File: config.mk
export PLATFORM = sky130hd
export DESIGN_NAME = best_fit_partition_allocator
export DESIGN_NICKNAME = d
export VERILOG_FILES = /design/src/hdl/bfpa_pkg.sv /design/src/hdl/best_fit_partition_allocator.sv /design/src/hdl/bfpa_ctrl.sv /design/src/hdl/bfpa_dpath.sv
export SDC_FILE = /design/constraint.sdc
export NUM_CORES = 1
export LEC_CHECK = 0
export BUFFER_PORTS_ARGS = -buffer_cell sky130_fd_sc_hd__buf_2
export CORE_ASPECT_RATIO = 0.7
export CORE_UTILIZATION = 45
export CTS_CLUSTER_DIAMETER = 80
export CTS_CLUSTER_SIZE = 25
export DETAILED_ROUTE_END_ITERATION = 10
export HOLD_SLACK_MARGIN = 0.03
export SYNTH_ARGS = -nofsm -noshare
export SYNTH_HDL_FRONTEND = slang
export SYNTH_SLANG_ARGS = --single-unit
export TNS_END_PERCENT = 50
File: constraint.sdc
create_clock -name clock -period 6.4 [get_ports clock]
set_clock_uncertainty 0.2 [all_clocks]
set_input_delay 0.64 -clock clock [delete_from_list [all_inputs] [get_ports clock]]
set_output_delay 0.64 -clock clock [all_outputs]
set_load 0.01 [all_outputs]
File: src/hdl/bfpa_pkg.sv
package bfpa_pkg;

   // Default table depth
   localparam int NUM_PARTITIONS_DEF = 8;

   // Field widths
   localparam int OP_W   = 2;
   localparam int PIDX_W = 3;
   localparam int WORD_W = 20;
   localparam int PID_W  = 8;
   localparam int STS_W  = 2;
   localparam int MASK_W = 8;

   // Item opcodes
   localparam logic [OP_W-1:0] OP_DEFINE   = 2'd0;
   localparam logic [OP_W-1:0] OP_ALLOCATE = 2'd1;
   localparam logic [OP_W-1:0] OP_RELEASE  = 2'd2;

   // Result status codes
   localparam logic [STS_W-1:0] ST_OK          = 2'd0;
   localparam logic [STS_W-1:0] ST_MEMORY_FULL = 2'd1;
   localparam logic [STS_W-1:0] ST_TOO_BIG     = 2'd2;

   typedef struct packed {
      logic [OP_W-1:0]   opcode;
      logic [PIDX_W-1:0] partition_index;
      logic [WORD_W-1:0] partition_size;
      logic [WORD_W-1:0] partition_base;
      logic [WORD_W-1:0] request_size;
      logic [PID_W-1:0]  process_id;
   } req_type;

   typedef struct packed {
      logic [STS_W-1:0]  status;
      logic [PIDX_W-1:0] granted_index;
      logic [WORD_W-1:0] granted_base;
      logic [MASK_W-1:0] released_mask;
   } rsp_type;

   typedef enum logic [2:0] {
      S_IDLE,
      S_DEFINE,
      S_SCAN,
      S_DRAIN,
      S_FINISH
   } state_type;

   // Controller to datapath
   typedef struct packed {
      logic load;       // latch the accepted request, restart the scan
      logic define_wr;  // write size and base of one partition
      logic issue;      // read the next table row
      logic finish;     // commit the grant and load the result register
   } cmd_type;

   // Datapath to controller
   typedef struct packed {
      logic scan_last;  // the row being issued is the last one
      logic out_free;   // result register can take a new beat
   } sts_type;

endpackage

File: src/hdl/best_fit_partition_allocator.sv
// Best-fit fixed-partition allocator.
// Input channel req_valid/req_ready/req_data carries one item per beat:
// define (write size and base of one partition), allocate (take the smallest
// free partition that holds request_size, lowest index on ties) or release
// (free every occupied partition owned by process_id).
// Result channel rsp_valid/rsp_ready/rsp_data returns exactly one beat per
// item: status, granted_index, granted_base and released_mask.
// From accept to result: define passes S_DEFINE and S_FINISH, allocate and
// release pass S_SCAN over every row, S_DRAIN and S_FINISH, other opcodes go
// to S_FINISH alone. The allocate and release scan reads one table row per
// cycle through the single read port of the partition table.
// One item is in flight at a time; req_ready is high whenever no item is in
// work, even while a finished result still waits in the output register.
// If the receiver stalls, the result register holds its beat and the next
// item finishes its work and then waits until the register is taken.
// Synchronous reset clears all partitions to size 0, base 0 and free, and
// empties the result register; the block is ready in the cycle after reset.
module best_fit_partition_allocator #(
   parameter int NUM_PARTITIONS = bfpa_pkg::NUM_PARTITIONS_DEF
) (
   input  logic               clock,
   input  logic               reset,
   input  logic               req_valid,
   output logic               req_ready,
   input  bfpa_pkg::req_type  req_data,
   output logic               rsp_valid,
   input  logic               rsp_ready,
   output bfpa_pkg::rsp_type  rsp_data
);

   bfpa_pkg::cmd_type cmd;
   bfpa_pkg::sts_type sts;

   // Sequence the item
   bfpa_ctrl u_ctrl (
      .clock      (clock),
      .reset      (reset),
      .req_valid  (req_valid),
      .req_opcode (req_data.opcode),
      .sts        (sts),
      .req_ready  (req_ready),
      .cmd        (cmd)
   );

   // Hold the table and build the result
   bfpa_dpath #(
      .NUM_PARTITIONS (NUM_PARTITIONS)
   ) u_dpath (
      .clock     (clock),
      .reset     (reset),
      .req_data  (req_data),
      .cmd       (cmd),
      .sts       (sts),
      .rsp_valid (rsp_valid),
      .rsp_ready (rsp_ready),
      .rsp_data  (rsp_data)
   );

endmodule

File: src/hdl/bfpa_ctrl.sv
module bfpa_ctrl (
   input  logic               clock,
   input  logic               reset,
   input  logic               req_valid,
   input  logic [1:0]         req_opcode,
   input  bfpa_pkg::sts_type  sts,
   output logic               req_ready,
   output bfpa_pkg::cmd_type  cmd
);

   bfpa_pkg::state_type state_ff;
   bfpa_pkg::state_type state_in;

   // Advance the state
   always_ff @(posedge clock) begin
      if (reset) begin
         state_ff <= bfpa_pkg::S_IDLE;
      end else begin
         state_ff <= state_in;
      end
   end

   // Pick the next state
   always_comb begin
      state_in = state_ff;
      unique case (state_ff)
         bfpa_pkg::S_IDLE: begin
            if (req_valid) begin
               priority if (req_opcode == bfpa_pkg::OP_DEFINE) begin
                  state_in = bfpa_pkg::S_DEFINE;
               end else if (req_opcode == bfpa_pkg::OP_ALLOCATE ||
                            req_opcode == bfpa_pkg::OP_RELEASE) begin
                  state_in = bfpa_pkg::S_SCAN;
               end else begin
                  state_in = bfpa_pkg::S_FINISH;
               end
            end
         end
         bfpa_pkg::S_DEFINE: begin
            state_in = bfpa_pkg::S_FINISH;
         end
         bfpa_pkg::S_SCAN: begin
            if (sts.scan_last) begin
               state_in = bfpa_pkg::S_DRAIN;
            end
         end
         bfpa_pkg::S_DRAIN: begin
            state_in = bfpa_pkg::S_FINISH;
         end
         bfpa_pkg::S_FINISH: begin
            if (sts.out_free) begin
               state_in = bfpa_pkg::S_IDLE;
            end
         end
         default: begin
            state_in = bfpa_pkg::S_IDLE;
         end
      endcase
   end

   // Drive the commands
   always_comb begin
      req_ready     = 1'b0;
      cmd           = '0;
      unique case (state_ff)
         bfpa_pkg::S_IDLE: begin
            req_ready = 1'b1;
            cmd.load  = req_valid;
         end
         bfpa_pkg::S_DEFINE: begin
            cmd.define_wr = 1'b1;
         end
         bfpa_pkg::S_SCAN: begin
            cmd.issue = 1'b1;
         end
         bfpa_pkg::S_DRAIN: begin
         end
         bfpa_pkg::S_FINISH: begin
            cmd.finish = sts.out_free;
         end
         default: begin
         end
      endcase
   end

endmodule

File: src/hdl/bfpa_dpath.sv
module bfpa_dpath #(
   parameter int NUM_PARTITIONS = bfpa_pkg::NUM_PARTITIONS_DEF
) (
   input  logic               clock,
   input  logic               reset,
   input  bfpa_pkg::req_type  req_data,
   input  bfpa_pkg::cmd_type  cmd,
   output bfpa_pkg::sts_type  sts,
   output logic               rsp_valid,
   input  logic               rsp_ready,
   output bfpa_pkg::rsp_type  rsp_data
);

   localparam int IW = (NUM_PARTITIONS > 1) ? $clog2(NUM_PARTITIONS) : 1;
   localparam int CW = $clog2(NUM_PARTITIONS + 1);
   localparam int WW = bfpa_pkg::WORD_W;

   // Partition table
   logic [WW-1:0]              size_mem  [NUM_PARTITIONS];
   logic [WW-1:0]              base_mem  [NUM_PARTITIONS];
   logic [bfpa_pkg::PID_W-1:0] owner_mem [NUM_PARTITIONS];

   logic [WW-1:0]              size_rd_ff;
   logic [WW-1:0]              base_rd_ff;
   logic [bfpa_pkg::PID_W-1:0] owner_rd_ff;

   bfpa_pkg::req_type   req_ff,       req_in;
   logic [CW-1:0]       rd_cnt_ff,    rd_cnt_in;
   logic                ev_vld_ff,    ev_vld_in;
   logic [IW-1:0]       ev_idx_ff,    ev_idx_in;
   logic [NUM_PARTITIONS-1:0] busy_ff, busy_in;
   logic [NUM_PARTITIONS-1:0] defd_ff, defd_in;
   logic [NUM_PARTITIONS-1:0] rmask_ff, rmask_in;
   logic                best_vld_ff,  best_vld_in;
   logic [IW-1:0]       best_idx_ff,  best_idx_in;
   logic [WW-1:0]       best_size_ff, best_size_in;
   logic [WW-1:0]       best_base_ff, best_base_in;
   logic                full_fit_ff,  full_fit_in;
   logic                rsp_valid_ff, rsp_valid_in;
   bfpa_pkg::rsp_type   rsp_data_ff,  rsp_data_in;

   logic [IW-1:0] rd_addr;
   logic [IW-1:0] wr_idx;
   logic          in_range;
   logic [WW-1:0] size_eff;
   logic [WW-1:0] base_eff;
   logic          fits;
   logic          is_alloc;
   logic          is_release;
   logic          grant;

   assign rd_addr    = rd_cnt_ff[IW-1:0];
   assign wr_idx     = IW'(req_ff.partition_index);
   assign in_range   = 32'(req_ff.partition_index) < 32'(NUM_PARTITIONS);
   assign is_alloc   = req_ff.opcode == bfpa_pkg::OP_ALLOCATE;
   assign is_release = req_ff.opcode == bfpa_pkg::OP_RELEASE;
   assign grant      = cmd.finish && is_alloc && best_vld_ff;

   // Rows never defined read as zero
   assign size_eff = defd_ff[ev_idx_ff] ? size_rd_ff : '0;
   assign base_eff = defd_ff[ev_idx_ff] ? base_rd_ff : '0;
   assign fits     = req_ff.request_size <= size_eff;

   assign sts.scan_last = rd_cnt_ff == CW'(NUM_PARTITIONS - 1);
   assign sts.out_free  = !rsp_valid_ff || rsp_ready;

   assign rsp_valid = rsp_valid_ff;
   assign rsp_data  = rsp_data_ff;

   // Table memories: one write port, one registered read port each
   always_ff @(posedge clock) begin
      if (cmd.define_wr && in_range) begin
         size_mem[wr_idx] <= req_ff.partition_size;
         base_mem[wr_idx] <= req_ff.partition_base;
      end
      if (grant) begin
         owner_mem[best_idx_ff] <= req_ff.process_id;
      end
      if (cmd.issue) begin
         size_rd_ff  <= size_mem[rd_addr];
         base_rd_ff  <= base_mem[rd_addr];
         owner_rd_ff <= owner_mem[rd_addr];
      end
   end

   // Scan, evaluate one row a cycle, commit and build the result
   always_comb begin
      req_in       = req_ff;
      rd_cnt_in    = rd_cnt_ff;
      ev_vld_in    = 1'b0;
      ev_idx_in    = ev_idx_ff;
      busy_in      = busy_ff;
      defd_in      = defd_ff;
      rmask_in     = rmask_ff;
      best_vld_in  = best_vld_ff;
      best_idx_in  = best_idx_ff;
      best_size_in = best_size_ff;
      best_base_in = best_base_ff;
      full_fit_in  = full_fit_ff;
      rsp_valid_in = rsp_valid_ff;
      rsp_data_in  = rsp_data_ff;

      if (cmd.load) begin
         req_in      = req_data;
         rd_cnt_in   = '0;
         best_vld_in = 1'b0;
         full_fit_in = 1'b0;
         rmask_in    = '0;
      end

      if (cmd.issue) begin
         rd_cnt_in = rd_cnt_ff + CW'(1);
         ev_vld_in = 1'b1;
         ev_idx_in = rd_addr;
      end

      if (ev_vld_ff) begin
         if (is_alloc && fits) begin
            if (busy_ff[ev_idx_ff]) begin
               full_fit_in = 1'b1;
            end else if (!best_vld_ff || size_eff < best_size_ff) begin
               best_vld_in  = 1'b1;
               best_idx_in  = ev_idx_ff;
               best_size_in = size_eff;
               best_base_in = base_eff;
            end
         end
         if (is_release && busy_ff[ev_idx_ff] && owner_rd_ff == req_ff.process_id) begin
            busy_in[ev_idx_ff]  = 1'b0;
            rmask_in[ev_idx_ff] = 1'b1;
         end
      end

      if (cmd.define_wr && in_range) begin
         defd_in[wr_idx] = 1'b1;
      end

      if (grant) begin
         busy_in[best_idx_ff] = 1'b1;
      end

      // Drop the beat once taken, load a fresh one on finish
      if (rsp_valid_ff && rsp_ready) begin
         rsp_valid_in = 1'b0;
      end
      if (cmd.finish) begin
         rsp_valid_in = 1'b1;
         rsp_data_in  = '0;
         rsp_data_in.status = bfpa_pkg::ST_OK;
         if (is_alloc) begin
            priority if (best_vld_ff) begin
               rsp_data_in.granted_index = bfpa_pkg::PIDX_W'(best_idx_ff);
               rsp_data_in.granted_base  = best_base_ff;
            end else if (full_fit_ff) begin
               rsp_data_in.status = bfpa_pkg::ST_MEMORY_FULL;
            end else begin
               rsp_data_in.status = bfpa_pkg::ST_TOO_BIG;
            end
         end else if (is_release) begin
            rsp_data_in.released_mask = bfpa_pkg::MASK_W'(rmask_ff);
         end
      end
   end

   // Control state takes reset, payload does not
   always_ff @(posedge clock) begin
      if (reset) begin
         ev_vld_ff    <= 1'b0;
         busy_ff      <= '0;
         defd_ff      <= '0;
         best_vld_ff  <= 1'b0;
         full_fit_ff  <= 1'b0;
         rsp_valid_ff <= 1'b0;
         rd_cnt_ff    <= '0;
      end else begin
         ev_vld_ff    <= ev_vld_in;
         busy_ff      <= busy_in;
         defd_ff      <= defd_in;
         best_vld_ff  <= best_vld_in;
         full_fit_ff  <= full_fit_in;
         rsp_valid_ff <= rsp_valid_in;
         rd_cnt_ff    <= rd_cnt_in;
      end
   end

   always_ff @(posedge clock) begin
      req_ff       <= req_in;
      ev_idx_ff    <= ev_idx_in;
      rmask_ff     <= rmask_in;
      best_idx_ff  <= best_idx_in;
      best_size_ff <= best_size_in;
      best_base_ff <= best_base_in;
      rsp_data_ff  <= rsp_data_in;
   end

   // Never overwrite a beat that is still waiting
   a_no_overwrite: assert property (@(posedge clock) disable iff (reset)
      cmd.finish |-> (!rsp_valid_ff || rsp_ready))
      else $error("result overwritten while stalled");

   // Scan never runs past the table
   a_scan_bound: assert property (@(posedge clock) disable iff (reset)
      cmd.issue |-> (32'(rd_cnt_ff) < 32'(NUM_PARTITIONS)))
      else $error("scan beyond last partition");

   // A granted partition is occupied afterwards
   a_grant_busy: assert property (@(posedge clock) disable iff (reset)
      grant |=> busy_ff[$past(best_idx_ff)])
      else $error("granted partition not marked busy");

   // Every reported release is free on finish
   a_release_free: assert property (@(posedge clock) disable iff (reset)
      (cmd.finish && is_release) |-> ((rmask_ff & busy_ff) == '0))
      else $error("released partition still busy");

endmodule

==> impl_table.tex, run 1 <==
\begin{tabular}{lr}
\hline
Metric & Value \\
\hline
\multicolumn{2}{l}{\textbf{Run status}} \\
\quad Status & complete, no violations \\
\multicolumn{2}{l}{\textbf{CTS}} \\
\quad Deepest clock path buffer count & 3 \\
\quad Clock root buffer & clkbuf\_16 \\
\quad Clock transition at the register clock pins on the worst setup and hold paths after CTS & 0.10 ns \\
\quad CTS tree & built \\
\quad Skew-Pair Late Insertion Delay & 0.60 ns \\
\quad Count of H-tree levels built during CTS & 1 \\
\quad Total CTS buffers & 29 \\
\quad \# clock sinks & approximately 620 \\
\multicolumn{2}{l}{\textbf{Die}} \\
\quad I/O pin count & 112 \\
\quad Core Rows & 69 \\
\quad Initial Util & 46.1\% \\
\quad Die Y & between 150 and 200 um \\
\quad Std-Cell Core Area & approximately 51000 um\^{}2 \\
\quad Die ar. & 53600 um\^{}2 \\
\quad Width of the chip & 276 um \\
\multicolumn{2}{l}{\textbf{Timing}} \\
\quad Fin. Hold Viols & 0 \\
\quad Final Hold Slack & between 0.07 and 0.08 ns \\
\quad Number of max-slew violations in the final report & 0 \\
\quad Smallest setup slack after layout & about 1.6 ns \\
\quad Setup\_tns & 0 ns \\
\quad Min Tclk post-route & roughly 4.8 ns \\
\quad Transition time at the pin with the least slew margin & between 1 and 1.5 ns \\
\quad Final count of negative-setup-slack endpoints & 0 \\
\quad Post-route fraction of the period consumed by the critical path & 75.6\% \\
\quad Maximum operating frequency & 0.207 GHz \\
\quad RSZ-0062 raised after global routing & false \\
\quad Worst slew slack as a fraction of its limit & 22.3\% \\
\multicolumn{2}{l}{\textbf{Global route}} \\
\quad Number of global-route vias before repair & 11400 \\
\quad Antenna violations before repair & 2 \\
\quad Wire length of the first global-routing pass & 71200 um \\
\quad Gr ovfl total & 0 \\
\quad Maximum number of pins on one net before global-route repair & just over 90 \\
\quad Total global-route track usage & around 18\% \\
\multicolumn{2}{l}{\textbf{Placement}} \\
\quad Cell Area, Placed & roughly 25000 um\^{}2 \\
\quad Post-DP HPWL & $\sim$27000 um \\
\quad Post-Place Setup Slack & 1.60 ns \\
\quad Count of input and output buffers & 111 \\
\quad Routability Congestion & 0.813 \\
\multicolumn{2}{l}{\textbf{Final layout}} \\
\quad N\_diodes & 0 \\
\quad Number of nets in the final layout & between 1000 and 1500 \\
\quad Share of final-layout standard cells stronger than drive strength 1 & roughly 25\% \\
\quad Number of inserted filler cells in the final layout & slightly above 4000 \\
\quad Post-route design area & 26600 um\^{}2 \\
\quad Area added between synthesis and finish & 12.4\% \\
\multicolumn{2}{l}{\textbf{Worst setup path}} \\
\quad Setup slack, reg-to-reg & 1.56 ns \\
\quad Most frequent CP cell & a211o\_1 \\
\quad Cells traversed along the worst timing path & inv\_2, o32ai\_1, a211o\_1, nand2\_1, ha\_1, nand4\_1, nor3\_2, nand3\_1, and3\_1, a211o\_1, nor3b\_4, buf\_4 \\
\quad End point of the critical path & u\_dpath.best\_base\_ff[8]\$\_SDFFCE\_PN0P\_ \\
\quad Maximum fanout encountered on the critical timing path & 43 \\
\quad Kind of cell adding the most delay to the critical path & compound AO/OA/AOI/OAI gates \\
\quad Reg-to-reg endpoint & u\_dpath.best\_base\_ff[8]\$\_SDFFCE\_PN0P\_ \\
\quad Worst Reg2Reg Path Length in Cells & 12 \\
\quad Slowest stage delay, CP & 0.69 ns \\
\quad Worst path arrival time & 4.88 ns \\
\quad Number of buffers and inverters on the critical path & 2 \\
\quad Kind of end point of the critical path & flop \\
\quad Slowest cell on the critical path & a211o\_1 \\
\quad CP Launch Point & u\_dpath.ev\_idx\_ff[0]\$\_DFFE\_PP\_ \\
\quad Stages on worst setup path & 12 \\
\quad Nature of the critical path startpoint & flop \\
\quad Required arrival time at the worst endpoint & 6.44 ns \\
\quad Reg-to-reg startpoint & u\_dpath.ev\_idx\_ff[0]\$\_DFFE\_PP\_ \\
\quad Category of the most critical setup path & flop to flop \\
\multicolumn{2}{l}{\textbf{Synthesis}} \\
\quad Most common cell in the synthesized netlist & edfxtp\_1 \\
\quad Cell taking the most area after synthesis & edfxtp\_1 \\
\quad Total standard cell area after synthesis & 23700 um\^{}2 \\
\quad Top-area cell type share of the netlist area & around 74\% \\
\quad Gate Count Post-Synth & 1186 \\
\quad Count of flip-flops with a built-in enable after synthesis & between 500 and 600 \\
\quad Commonest cells post-synth & 584 x edfxtp\_1, 96 x mux4\_2, 53 x nor2\_1 \\
\quad Cells taking the most area after synthesis & edfxtp\_1 74\%, mux4\_2 9.1\%, dfxtp\_1 3.0\% \\
\quad Sequential element share of the synthesized area & around 77\% \\
\quad Dominant synthesized flop cell & edfxtp\_1 \\
\quad Average size of a mapped cell & between 15 and 20 um\^{}2 \\
\quad Number of distinct library cells after synthesis & 65 \\
\quad Synthesized netlist net count & 1305 \\
\quad Synthesized flop and latch total & 619 \\
\quad Asr flop ratio synth & 0\% \\
\quad Warning count from the yosys run & 0 \\
\multicolumn{2}{l}{\textbf{Min path}} \\
\quad Min-Delay Path Class & input pin to flop \\
\multicolumn{2}{l}{\textbf{Pwr}} \\
\quad Worst supply voltage drop on vdd & 0.207 mV \\
\quad Lkg Pwr & slightly below 9 nW \\
\quad Ratio of total power to cell area & 279 nW/um\^{}2 \\
\quad Final total power & 7.43 mW \\
\multicolumn{2}{l}{\textbf{Routing}} \\
\quad First-pass DRT Iterations & 5 \\
\quad Via count & 11000 \\
\quad Wire length per cell & 22.9 um \\
\quad Wire length after detailed routing & 47100 um \\
\quad DRC & 0 \\
\quad Antenna viol nets, final & 0 \\
\quad Vias per inst & 5.36 \\
\quad Iteration-0 DRC Markers & approximately 820 \\
\multicolumn{2}{l}{\textbf{Flow run}} \\
\quad Number of max-cap violations & 0 \\
\hline
\end{tabular}
[power breakdown]
part,total [mW],internal [mW],switching (mW)
clock network,2.07,0.868,1.20
registers,4.81,4.66,0.143
logic,0.553,0.246,0.307
total,7.43,5.78,1.65
[stage by stage]
stage / util (%) / instances
after detailed placement: 48.9 / 1948
after global placement: 48.9 / 1948
final: 51.8 / 2059
after floorplan: - / 1186
after global routing: 51.8 / 2059
after CTS: 51.8 / 2057
[worst min-delay path by stage]
stage	from	end	slack (ns)	depth (start not counted)
after floorplan	u_dpath.rd_cnt_ff[2]$_SDFFE_PP0P_	u_dpath.ev_idx_ff[2]$_DFFE_PP_	0.21	0
after global placement	u_dpath.defd_ff[1]$_SDFFE_PP0P_	u_dpath.defd_ff[1]$_SDFFE_PP0P_	0.26	2
after detailed placement	u_dpath.rmask_ff[5]$_DFF_P_	u_dpath.rmask_ff[5]$_DFF_P_	0.25	2
after CTS	req_data[7]	u_dpath.req_ff[7]$_DFFE_PP_	0.03	1
after global routing	req_data[49]	u_dpath.req_ff[49]$_DFFE_PP_	0.04	1
final	req_data[49]	u_dpath.req_ff[49]$_DFFE_PP_	0.08	1
[worst reg2reg max path, delay by kind of cell (launching register included)]
family | cells | cell delay [ns]
AOI/OAI and AO/OA | 3 | 1.34
and+or+nand+nor | 6 | 1.23
buffers and inverters | 2 | 0.72
DFF | 1 | 0.63
adders and majority gates | 1 | 0.35
[routing by layer]
layer / global-route usage, % / vias to the layer above / share of wire [%]
met5: 0 / - / 0
met4: 2.90 / 0 / 1.5
met3: 2.74 / 39 / 4.3
met2: 27.6 / 229 / 46
met1: 26.8 / 5719 / 48
li1: - / 5040 / -
[what timing repair did]
action | in CTS | in global routing
hold buffers | 67 | 2
gates resized for setup | 0 | 0
buffers inserted | 0 | 0
hold endpoints to repair | 67 | 2
[logic make-up (layout without fill, tap and decap cells)]
group | Yosys count | count (layout) | synth area share, %
buf+inv | 91 | 290 | 1.65
simple gates | 206 | 206 | 5.08
xor+xnor | 8 | 8 | 0.296
fa+ha+maj | 42 | 42 | 2.22
mux | 150 | 150 | 11.7
flops | 619 | 619 | 76.9
compound gates | 70 | 70 | 2.16
[state kept, by name (all words and copies together), names as in the netlist, 20 cells and up]
register	cells
u_dpath.base_mem	160
u_dpath.size_mem	160
u_dpath.req_ff	70
u_dpath.owner_mem	64
u_dpath.rsp_data	33
u_dpath.base_rd_ff	20
u_dpath.best_base_ff	20
u_dpath.best_size_ff	20
u_dpath.size_rd_ff	20
[layout make-up]
| class | instances | area, um^2 | area share [%] |
|---|---|---|---|
| Tap cell | 674 | 843 | 3.17 |
| Timing Repair Buffer | 196 | 1380 | 5.18 |
| Clock inverter | 4 | 37.5 | 0.141 |
| Clock buffer | 38 | 781 | 2.93 |
| Sequential cell | 619 | 18200 | 68.5 |
| Multi-Input combinational cell | 476 | 5150 | 19.3 |
| Inverter | 52 | 198 | 0.742 |
[layout by cell type (no fill, tap or decap), types with 10 or more instances in the layout]
cell and count:
nand3_1 10, dlygate4sd3_1 69, a21oi_1 19, inv_1 48, dfxtp_1 32, ha_1 42
clkbuf_16 29, buf_2 111, nand2_1 39, buf_4 15, and2_1 52, nor2_1 47
mux4_2 96, edfxtp_1 584, mux2_2 48
(Power assumes the default switching activity.)
==> run 2, diff against run 1 <==
- clock period: 6.4 -> 4.6 ns (I/O delays scaled with it)
==> run 2 against run 1 <==
- combinational power increased by 43%
- via count grew 0.93%
- worst setup slack got worse by 1.2 ns
- critical path type unchanged
- critical endpoint is now u_dpath.best_base_ff[5]$_SDFFCE_PN0P_
- largest cell class unchanged
==> impl_table.tex, run 2 (same netlist as run 1, synthesis figures left out) <==
\begin{tabular}{lr}
\hline
Metric & Value \\
\hline
\multicolumn{2}{l}{\textbf{Routing}} \\
\quad Wire length after detailed routing & 47600 um \\
\quad Wire length per cell & roughly 23 um \\
\quad Antenna viol nets, final & 0 \\
\quad Via count & 11100 \\
\quad First-pass DRT Iterations & 5 \\
\quad Vias per inst & around 5.4 \\
\quad DRC & 0 \\
\quad Iteration-0 DRC Markers & roughly 900 \\
\multicolumn{2}{l}{\textbf{Final layout}} \\
\quad Area added between synthesis and finish & 13.5\% \\
\quad Most frequent cells in the layout & 584 x edfxtp\_1, 111 x buf\_2, 96 x mux4\_2, 75 x dlygate4sd3\_1, 52 x and2\_1 \\
\quad Number of nets in the final layout & 1512 \\
\quad Post-route design area & 26900 um\^{}2 \\
\quad N\_diodes & 0 \\
\quad Largest registers & u\_dpath.base\_mem (160), u\_dpath.size\_mem (160), u\_dpath.req\_ff (70) \\
\quad Share of final-layout standard cells stronger than drive strength 1 & 25.9\% \\
\quad Most common cell after layout, fill and taps aside & edfxtp\_1 \\
\multicolumn{2}{l}{\textbf{CTS}} \\
\quad Deepest clock path buffer count & 3 \\
\quad Total CTS buffers & 29 \\
\quad CTS tree & built \\
\quad Post CTS Setup Buffer Count & 0 \\
\quad \# clock sinks & approximately 620 \\
\quad Clock transition at the register clock pins on the worst setup and hold paths after CTS & around 0.10 ns \\
\quad Count of H-tree levels built during CTS & 1 \\
\quad Clock root buffer & clkbuf\_16 \\
\quad Skew-Pair Late Insertion Delay & 0.62 ns \\
\multicolumn{2}{l}{\textbf{Timing}} \\
\quad Final count of negative-setup-slack endpoints & 0 \\
\quad Number of max-slew violations in the final report & 0 \\
\quad Fin. Hold Viols & 0 \\
\quad Min Tclk post-route & 4.25 ns \\
\quad Transition time at the pin with the least slew margin & 0.875 ns \\
\quad Worst slew slack as a fraction of its limit & 41.7\% \\
\quad RSZ-0062 raised after global routing & false \\
\quad Setup\_tns & 0 ns \\
\quad Post-route fraction of the period consumed by the critical path & between 90\% and 100\% \\
\quad Maximum operating frequency & approximately 0.24 GHz \\
\multicolumn{2}{l}{\textbf{Die}} \\
\quad Die ar. & about 54000 um\^{}2 \\
\quad I/O pin count & 112 \\
\quad Width of the chip & 276 um \\
\quad Initial Util & 46.1\% \\
\quad Core Rows & 69 \\
\quad Std-Cell Core Area & 51400 um\^{}2 \\
\quad Die Y & 194 um \\
\multicolumn{2}{l}{\textbf{Worst setup path}} \\
\quad Slowest cell on the critical path & edfxtp\_1 \\
\quad Required arrival time at the worst endpoint & 4.72 ns \\
\quad Worst path arrival time & 4.36 ns \\
\quad Maximum fanout encountered on the critical timing path & 22 \\
\quad Category of the most critical setup path & flop to flop \\
\quad Cells traversed along the worst timing path & nand2\_1, o32ai\_1, a211o\_2, nand2\_1, ha\_1, nand4\_1, nor3\_2, nand3\_1, and3\_1, a211o\_1, nor3b\_4, buf\_12 \\
\quad Slowest stage delay, CP & 0.64 ns \\
\quad Worst Reg2Reg Path Length in Cells & 12 \\
\quad Kind of end point of the critical path & flop \\
\quad Most frequent CP cell & nand2\_1 \\
\quad Nature of the critical path startpoint & flop \\
\multicolumn{2}{l}{\textbf{Placement}} \\
\quad Count of input and output buffers & $\sim$110 \\
\quad Cell Area, Placed & 25300 um\^{}2 \\
\quad Routability Congestion & 0.836 \\
\quad Post-DP HPWL & 28500 um \\
\multicolumn{2}{l}{\textbf{Global route}} \\
\quad Wire length of the first global-routing pass & 72100 um \\
\quad Gr ovfl total & 0 \\
\quad Antenna violations before repair & 2 \\
\quad Maximum number of pins on one net before global-route repair & 63 \\
\quad Total global-route track usage & 17.9\% \\
\quad Number of global-route vias before repair & 11300 \\
\multicolumn{2}{l}{\textbf{Min path}} \\
\quad Worst hold path depth & 2 \\
\quad Min-Delay Path Class & input pin to flop \\
\multicolumn{2}{l}{\textbf{Pwr}} \\
\quad Ratio of total power to cell area & 388 nW/um\^{}2 \\
\quad Worst supply voltage drop on vdd & 0.281 mV \\
\quad Lkg Pwr & 8.91 nW \\
\multicolumn{2}{l}{\textbf{Flow run}} \\
\quad Number of max-cap violations & 0 \\
\multicolumn{2}{l}{\textbf{Run status}} \\
\quad Status & complete, no violations \\
\hline
\end{tabular}
-- run 2: worst paths after layout --
path / start / endpoint / slack [ns]
max: u_dpath.ev_idx_ff[1]$_DFFE_PP_ / u_dpath.best_base_ff[5]$_SDFFCE_PN0P_ / 0.35
min: reset / u_dpath.rd_cnt_ff[0]$_SDFFE_PP0P_ / 0.11
max reg2reg: u_dpath.ev_idx_ff[1]$_DFFE_PP_ / u_dpath.best_base_ff[5]$_SDFFCE_PN0P_ / 0.35
min reg2reg: u_dpath.rmask_ff[6]$_DFF_P_ / u_dpath.rmask_ff[6]$_DFF_P_ / 0.26
-- run 2: critical path: cells and delay by family, from the launching register on --
kind,cells,cell delay (ns)
adder cells (fa/ha/maj),1,0.35
flip-flops,1,0.64
buffers and inverters,1,0.22
AND/OR/NAND/NOR,7,1.56
AO/OA/AOI/OAI,3,0.93
-- run 2: metal layers --
layer / vias to the layer above / GRT usage, % / part of all wire [%]
li1: 5085 / - / -
met1: 5780 / 27.5 / 48
met2: 225 / 28.2 / 47
met3: 40 / 2.06 / 3.6
met4: 0 / 2.63 / 1.3
met5: - / 0 / 0
-- run 2: layout make-up --
class	instances	area (um^2)
Timing Repair Buffer	215	1610
Sequential cell	619	18200
Fill cell	4051	24500
Clock inverter	6	81.3
Clock buffer	36	762
Tap cell	674	843
Inverter	52	198
Multi-Input combinational cell	476	5150
-- run 2: metrics by stage --
stage / setup slack (ns) / total power [mW] / utilization [%] / hold slack [ns] / cells
floorplan: 0.242 / 7.24 / - / 0.206 / 1186
global placement: 0.254 / 7.57 / 49.2 / 0.256 / 1961
detailed placement: 0.144 / 7.59 / 49.2 / 0.252 / 1961
CTS: 0.118 / 10.5 / 52.3 / 0.0810 / 2078
global route: 0.0406 / 10.8 / 52.3 / 0.110 / 2078
finish: 0.355 / 10.4 / 52.3 / 0.112 / 2078
-- run 2: timing repair --
action | 4_1_cts | 5_1_grt
resized for setup | 0 | 1
endpoints found under the hold margin | 75 | 0
hold buffers | 75 | 0
setup endpoints to repair | 0 | 43
-- run 2: power by group --
group | leakage (nW) | internal, mW | switching, mW | total (mW)
Combinational | 2.86 | 0.358 | 0.432 | 0.790
Sequential | 5.64 | 6.49 | 0.213 | 6.70
Clock | 0.414 | 1.24 | 1.69 | 2.93
Total | 8.91 | 8.09 | 2.33 | 10.4
==> run 3, diff against run 2 <==
- RECOVER_POWER: unset -> 50
- SYNTH_HIERARCHICAL: unset -> 1
==> run 3 against run 2 <==
- the run now ends with max-capacitance violations, max-slew violations left
- worst setup slack worse by 0.044 ns
- largest cell class unchanged
- die area down 0.42%
- register-to-register slack worse by 0.04 ns
- sequential share of layout area up 0.52 points
- global-route usage up 0.22 points
- sequential power down 4.0%
- utilization down 0.32 points
- maximum frequency down 1.0%
- first-iteration DRC count up 8.3%
==> impl_table.tex, run 3 <==
\begin{tabular}{lr}
\hline
Metric & Value \\
\hline
\multicolumn{2}{l}{\textbf{Synthesis}} \\
\quad Most common cell in the synthesized netlist & edfxtp\_1 \\
\quad Cells taking the most area after synthesis & edfxtp\_1 74\%, mux4\_2 9.4\%, dfxtp\_1 3.0\% \\
\quad Number of distinct library cells after synthesis & 55 \\
\quad Synthesized netlist net count & 1307 \\
\quad Sequential element share of the synthesized area & between 70\% and 80\% \\
\quad Average size of a mapped cell & 19.8 um\^{}2 \\
\quad Total standard cell area after synthesis & 23600 um\^{}2 \\
\quad Warning count from the yosys run & 6 \\
\quad Commonest cells post-synth & 584 x edfxtp\_1, 98 x mux4\_2, 54 x inv\_1 \\
\quad Cell taking the most area after synthesis & edfxtp\_1 \\
\quad Synthesized flop and latch total & 619 \\
\quad Asr flop ratio synth & 0\% \\
\quad Top-area cell type share of the netlist area & about 74\% \\
\quad Gate Count Post-Synth & 1190 \\
\quad Count of flip-flops with a built-in enable after synthesis & 584 \\
\quad Dominant synthesized flop cell & edfxtp\_1 \\
\multicolumn{2}{l}{\textbf{Timing}} \\
\quad Smallest setup slack after layout & 0.311 ns \\
\quad Final Hold Slack & 0.136 ns \\
\quad Fin. Hold Viols & 0 \\
\quad Maximum operating frequency & 0.233 GHz \\
\quad Worst slew slack as a fraction of its limit & -126\% \\
\quad Min Tclk post-route & 4.29 ns \\
\quad Number of max-slew violations in the final report & 77 \\
\quad Final count of negative-setup-slack endpoints & 0 \\
\quad Transition time at the pin with the least slew margin & 3.38 ns \\
\quad Post-route fraction of the period consumed by the critical path & roughly 93\% \\
\quad RSZ-0062 raised after global routing & false \\
\multicolumn{2}{l}{\textbf{Pwr}} \\
\quad Worst supply voltage drop on vdd & 0.274 mV \\
\quad Lkg Pwr & 8.67 nW \\
\quad Ratio of total power to cell area & 367 nW/um\^{}2 \\
\multicolumn{2}{l}{\textbf{Global route}} \\
\quad Maximum number of pins on one net before global-route repair & 95 \\
\quad Number of global-route vias before repair & about 11000 \\
\quad Total global-route track usage & 18.1\% \\
\quad Antenna violations before repair & 0 \\
\quad Gr ovfl total & 0 \\
\quad Wire length of the first global-routing pass & 71800 um \\
\multicolumn{2}{l}{\textbf{Routing}} \\
\quad Wire length after detailed routing & 47800 um \\
\quad Vias per inst & 5.40 \\
\quad Iteration-0 DRC Markers & 956 \\
\quad Antenna viol nets, final & 0 \\
\quad Wire length per cell & 23.1 um \\
\quad First-pass DRT Iterations & 5 \\
\quad Via count & 11200 \\
\quad DRC & 0 \\
\multicolumn{2}{l}{\textbf{Final layout}} \\
\quad Most common cell after layout, fill and taps aside & edfxtp\_1 \\
\quad Number of inserted filler cells in the final layout & 4113 \\
\quad Number of nets in the final layout & 1505 \\
\quad Most frequent cells in the layout & 584 x edfxtp\_1, 98 x mux4\_2, 75 x dlygate4sd3\_1, 67 x clkbuf\_1, 55 x buf\_2 \\
\quad Area added between synthesis and finish & 13.0\% \\
\quad N\_diodes & 0 \\
\quad Share of final-layout standard cells stronger than drive strength 1 & 20.6\% \\
\quad Largest registers & u\_dpath/base\_mem (160), u\_dpath/size\_mem (160), u\_dpath/req\_ff (70) \\
\quad Final cell utilization of the core & a little over half \\
\multicolumn{2}{l}{\textbf{Worst setup path}} \\
\quad Cells traversed along the worst timing path & mux4\_2, mux2\_4, nand2\_1, ha\_1, a21oi\_1, o21ai\_0, a2111oi\_1, nand2\_1, o311ai\_2, nand2\_1, nor3\_4, buf\_12 \\
\quad Kind of end point of the critical path & flop \\
\quad Kind of cell adding the most delay to the critical path & compound AO/OA/AOI/OAI gates \\
\quad Required arrival time at the worst endpoint & around 4.7 ns \\
\quad Nature of the critical path startpoint & flop \\
\quad Number of buffers and inverters on the critical path & 1 \\
\quad Reg-to-reg endpoint & u\_dpath/best\_base\_ff[14]\$\_SDFFCE\_PN0P\_ \\
\quad Maximum fanout encountered on the critical timing path & 35 \\
\quad Slowest cell on the critical path & a2111oi\_1 \\
\quad Reg-to-reg startpoint & u\_dpath/ev\_idx\_ff[1]\$\_DFFE\_PP\_ \\
\quad Setup slack, reg-to-reg & 0.31 ns \\
\quad Slowest stage delay, CP & 0.53 ns \\
\quad Worst path arrival time & approximately 4.4 ns \\
\quad Worst Reg2Reg Path Length in Cells & 12 \\
\quad Category of the most critical setup path & flop to flop \\
\quad Most frequent CP cell & nand2\_1 \\
\multicolumn{2}{l}{\textbf{Run status}} \\
\quad Status & complete, but fails checks \\
\quad Failing checks & max-capacitance violations, max-slew violations \\
\multicolumn{2}{l}{\textbf{CTS}} \\
\quad Deepest clock path buffer count & 3 \\
\quad Total CTS buffers & 29 \\
\quad Count of H-tree levels built during CTS & 1 \\
\quad \# clock sinks & 619 \\
\quad Post CTS Setup Buffer Count & 0 \\
\quad Clock transition at the register clock pins on the worst setup and hold paths after CTS & 0.10 ns \\
\quad Skew-Pair Late Insertion Delay & 0.60 ns \\
\quad Clock root buffer & clkbuf\_16 \\
\quad CTS tree & built \\
\multicolumn{2}{l}{\textbf{Die}} \\
\quad I/O pin count & 112 \\
\quad Std-Cell Core Area & 51300 um\^{}2 \\
\quad Die Y & 194 um \\
\quad Initial Util & 46.0\% \\
\quad Core Rows & 69 \\
\quad Die ar. & about 53000 um\^{}2 \\
\quad Width of the chip & 276 um \\
\multicolumn{2}{l}{\textbf{Placement}} \\
\quad Routability Congestion & 0.840 \\
\quad Post-Place Setup Slack & 0.303 ns \\
\quad Count of input and output buffers & 111 \\
\quad Post-DP HPWL & approximately 27000 um \\
\multicolumn{2}{l}{\textbf{Min path}} \\
\quad Hold worst-path end & u\_dpath/defd\_ff[2]\$\_SDFFE\_PP0P\_ \\
\quad Worst hold path depth & 2 \\
\quad Min-Delay Path Class & input pin to flop \\
\quad Worst hold path startpoint & reset \\
\multicolumn{2}{l}{\textbf{Flow run}} \\
\quad Number of max-cap violations & 2 \\
\hline
\end{tabular}
## run 3: cell count changes after synthesis, moves of 7 or more
cell	change
buf_1	+8
or3_1	+7
clkbuf_1	+10
buf_2	-13
nor2_1	-18
o2bb2ai_1	+7
## run 3: cell families (layout without fill, tap and decap cells)
| group | Yosys count | after routing | synth area share (%) |
|---|---|---|---|
| buffers and inverters | 97 | 307 | 1.65 |
| adders and majority gates | 40 | 40 | 2.12 |
| xor gates and xnor gates | 8 | 8 | 0.297 |
| and+or+nand+nor | 198 | 198 | 4.52 |
| AOI/OAI and AO/OA | 75 | 75 | 2.18 |
| muxes | 153 | 153 | 12.0 |
| DFF | 619 | 619 | 77.3 |
## run 3: layer usage
metal  vias to the layer above  part of all wire [%]  track usage [%]
li1                       5068                     -                -
met1                      5872                    50             28.9
met2                       219                    45             26.9
met3                        44                   3.8             2.36
met4                         0                   1.6             3.19
met5                         -                     0                0
## run 3: worst max-delay path by stage
stage | end | cells after the start | start | slack [ns]
3_5_place_dp | u_dpath/best_base_ff[14]$_SDFFCE_PN0P_ | 12 | u_dpath/ev_idx_ff[1]$_DFFE_PP_ | 0.30
5_1_grt | u_ctrl/state_ff[0]$_SDFFE_PP0P_ | 4 | u_dpath/rd_cnt_ff[2]$_SDFFE_PP0P_ | 0.09
3_3_place_gp | u_dpath/best_base_ff[14]$_SDFFCE_PN0P_ | 13 | u_dpath/ev_idx_ff[1]$_DFFE_PP_ | 0.45
6_report | u_dpath/best_base_ff[14]$_SDFFCE_PN0P_ | 12 | u_dpath/ev_idx_ff[1]$_DFFE_PP_ | 0.31
4_1_cts | u_dpath/best_base_ff[14]$_SDFFCE_PN0P_ | 12 | u_dpath/ev_idx_ff[1]$_DFFE_PP_ | 0.28
2_1_floorplan | u_dpath/owner_mem[1][0]$_DFFE_PP_ | 5 | rsp_ready | -0.29
## run 3: layout make-up
class	count	area [um^2]	share of cell area, %
Sequential cell	619	18200	68.4
Multi-Input combinational cell	474	5100	19.1
Timing Repair Buffer	210	1460	5.47
Tap cell	674	843	3.16
Clock buffer	39	785	2.94
Inverter	54	203	0.760
Clock inverter	4	45.0	0.169
## run 3: where the power goes
| part | total [mW] | switching (mW) | internal [mW] | leakage [nW] |
|---|---|---|---|---|
| combinational | 0.453 | 0.242 | 0.211 | 2.62 |
| clock | 2.89 | 1.68 | 1.21 | 0.401 |
| sequential | 6.43 | 0.119 | 6.31 | 5.65 |
| total | 9.78 | 2.04 | 7.74 | 8.67 |
## run 3: timing repair
action	in CTS	in global routing
hold buffers	75	0
resized for setup	0	0
hold endpoints to repair	77	0
## run 3: stage by stage
| stage | instance area, um^2 | cells | total power [mW] | TNS [ns] |
|---|---|---|---|---|
| after detailed placement | 25200 | 1956 | 6.99 | 0 |
| after global placement | 25200 | 1956 | 6.97 | 0 |
| after CTS | 26800 | 2074 | 9.89 | 0 |
| final | 26700 | 2074 | 9.78 | 0 |
| after global routing | 26700 | 2074 | 10.1 | 0 |
| after floorplan | 23700 | 1190 | 6.78 | -14.64 |
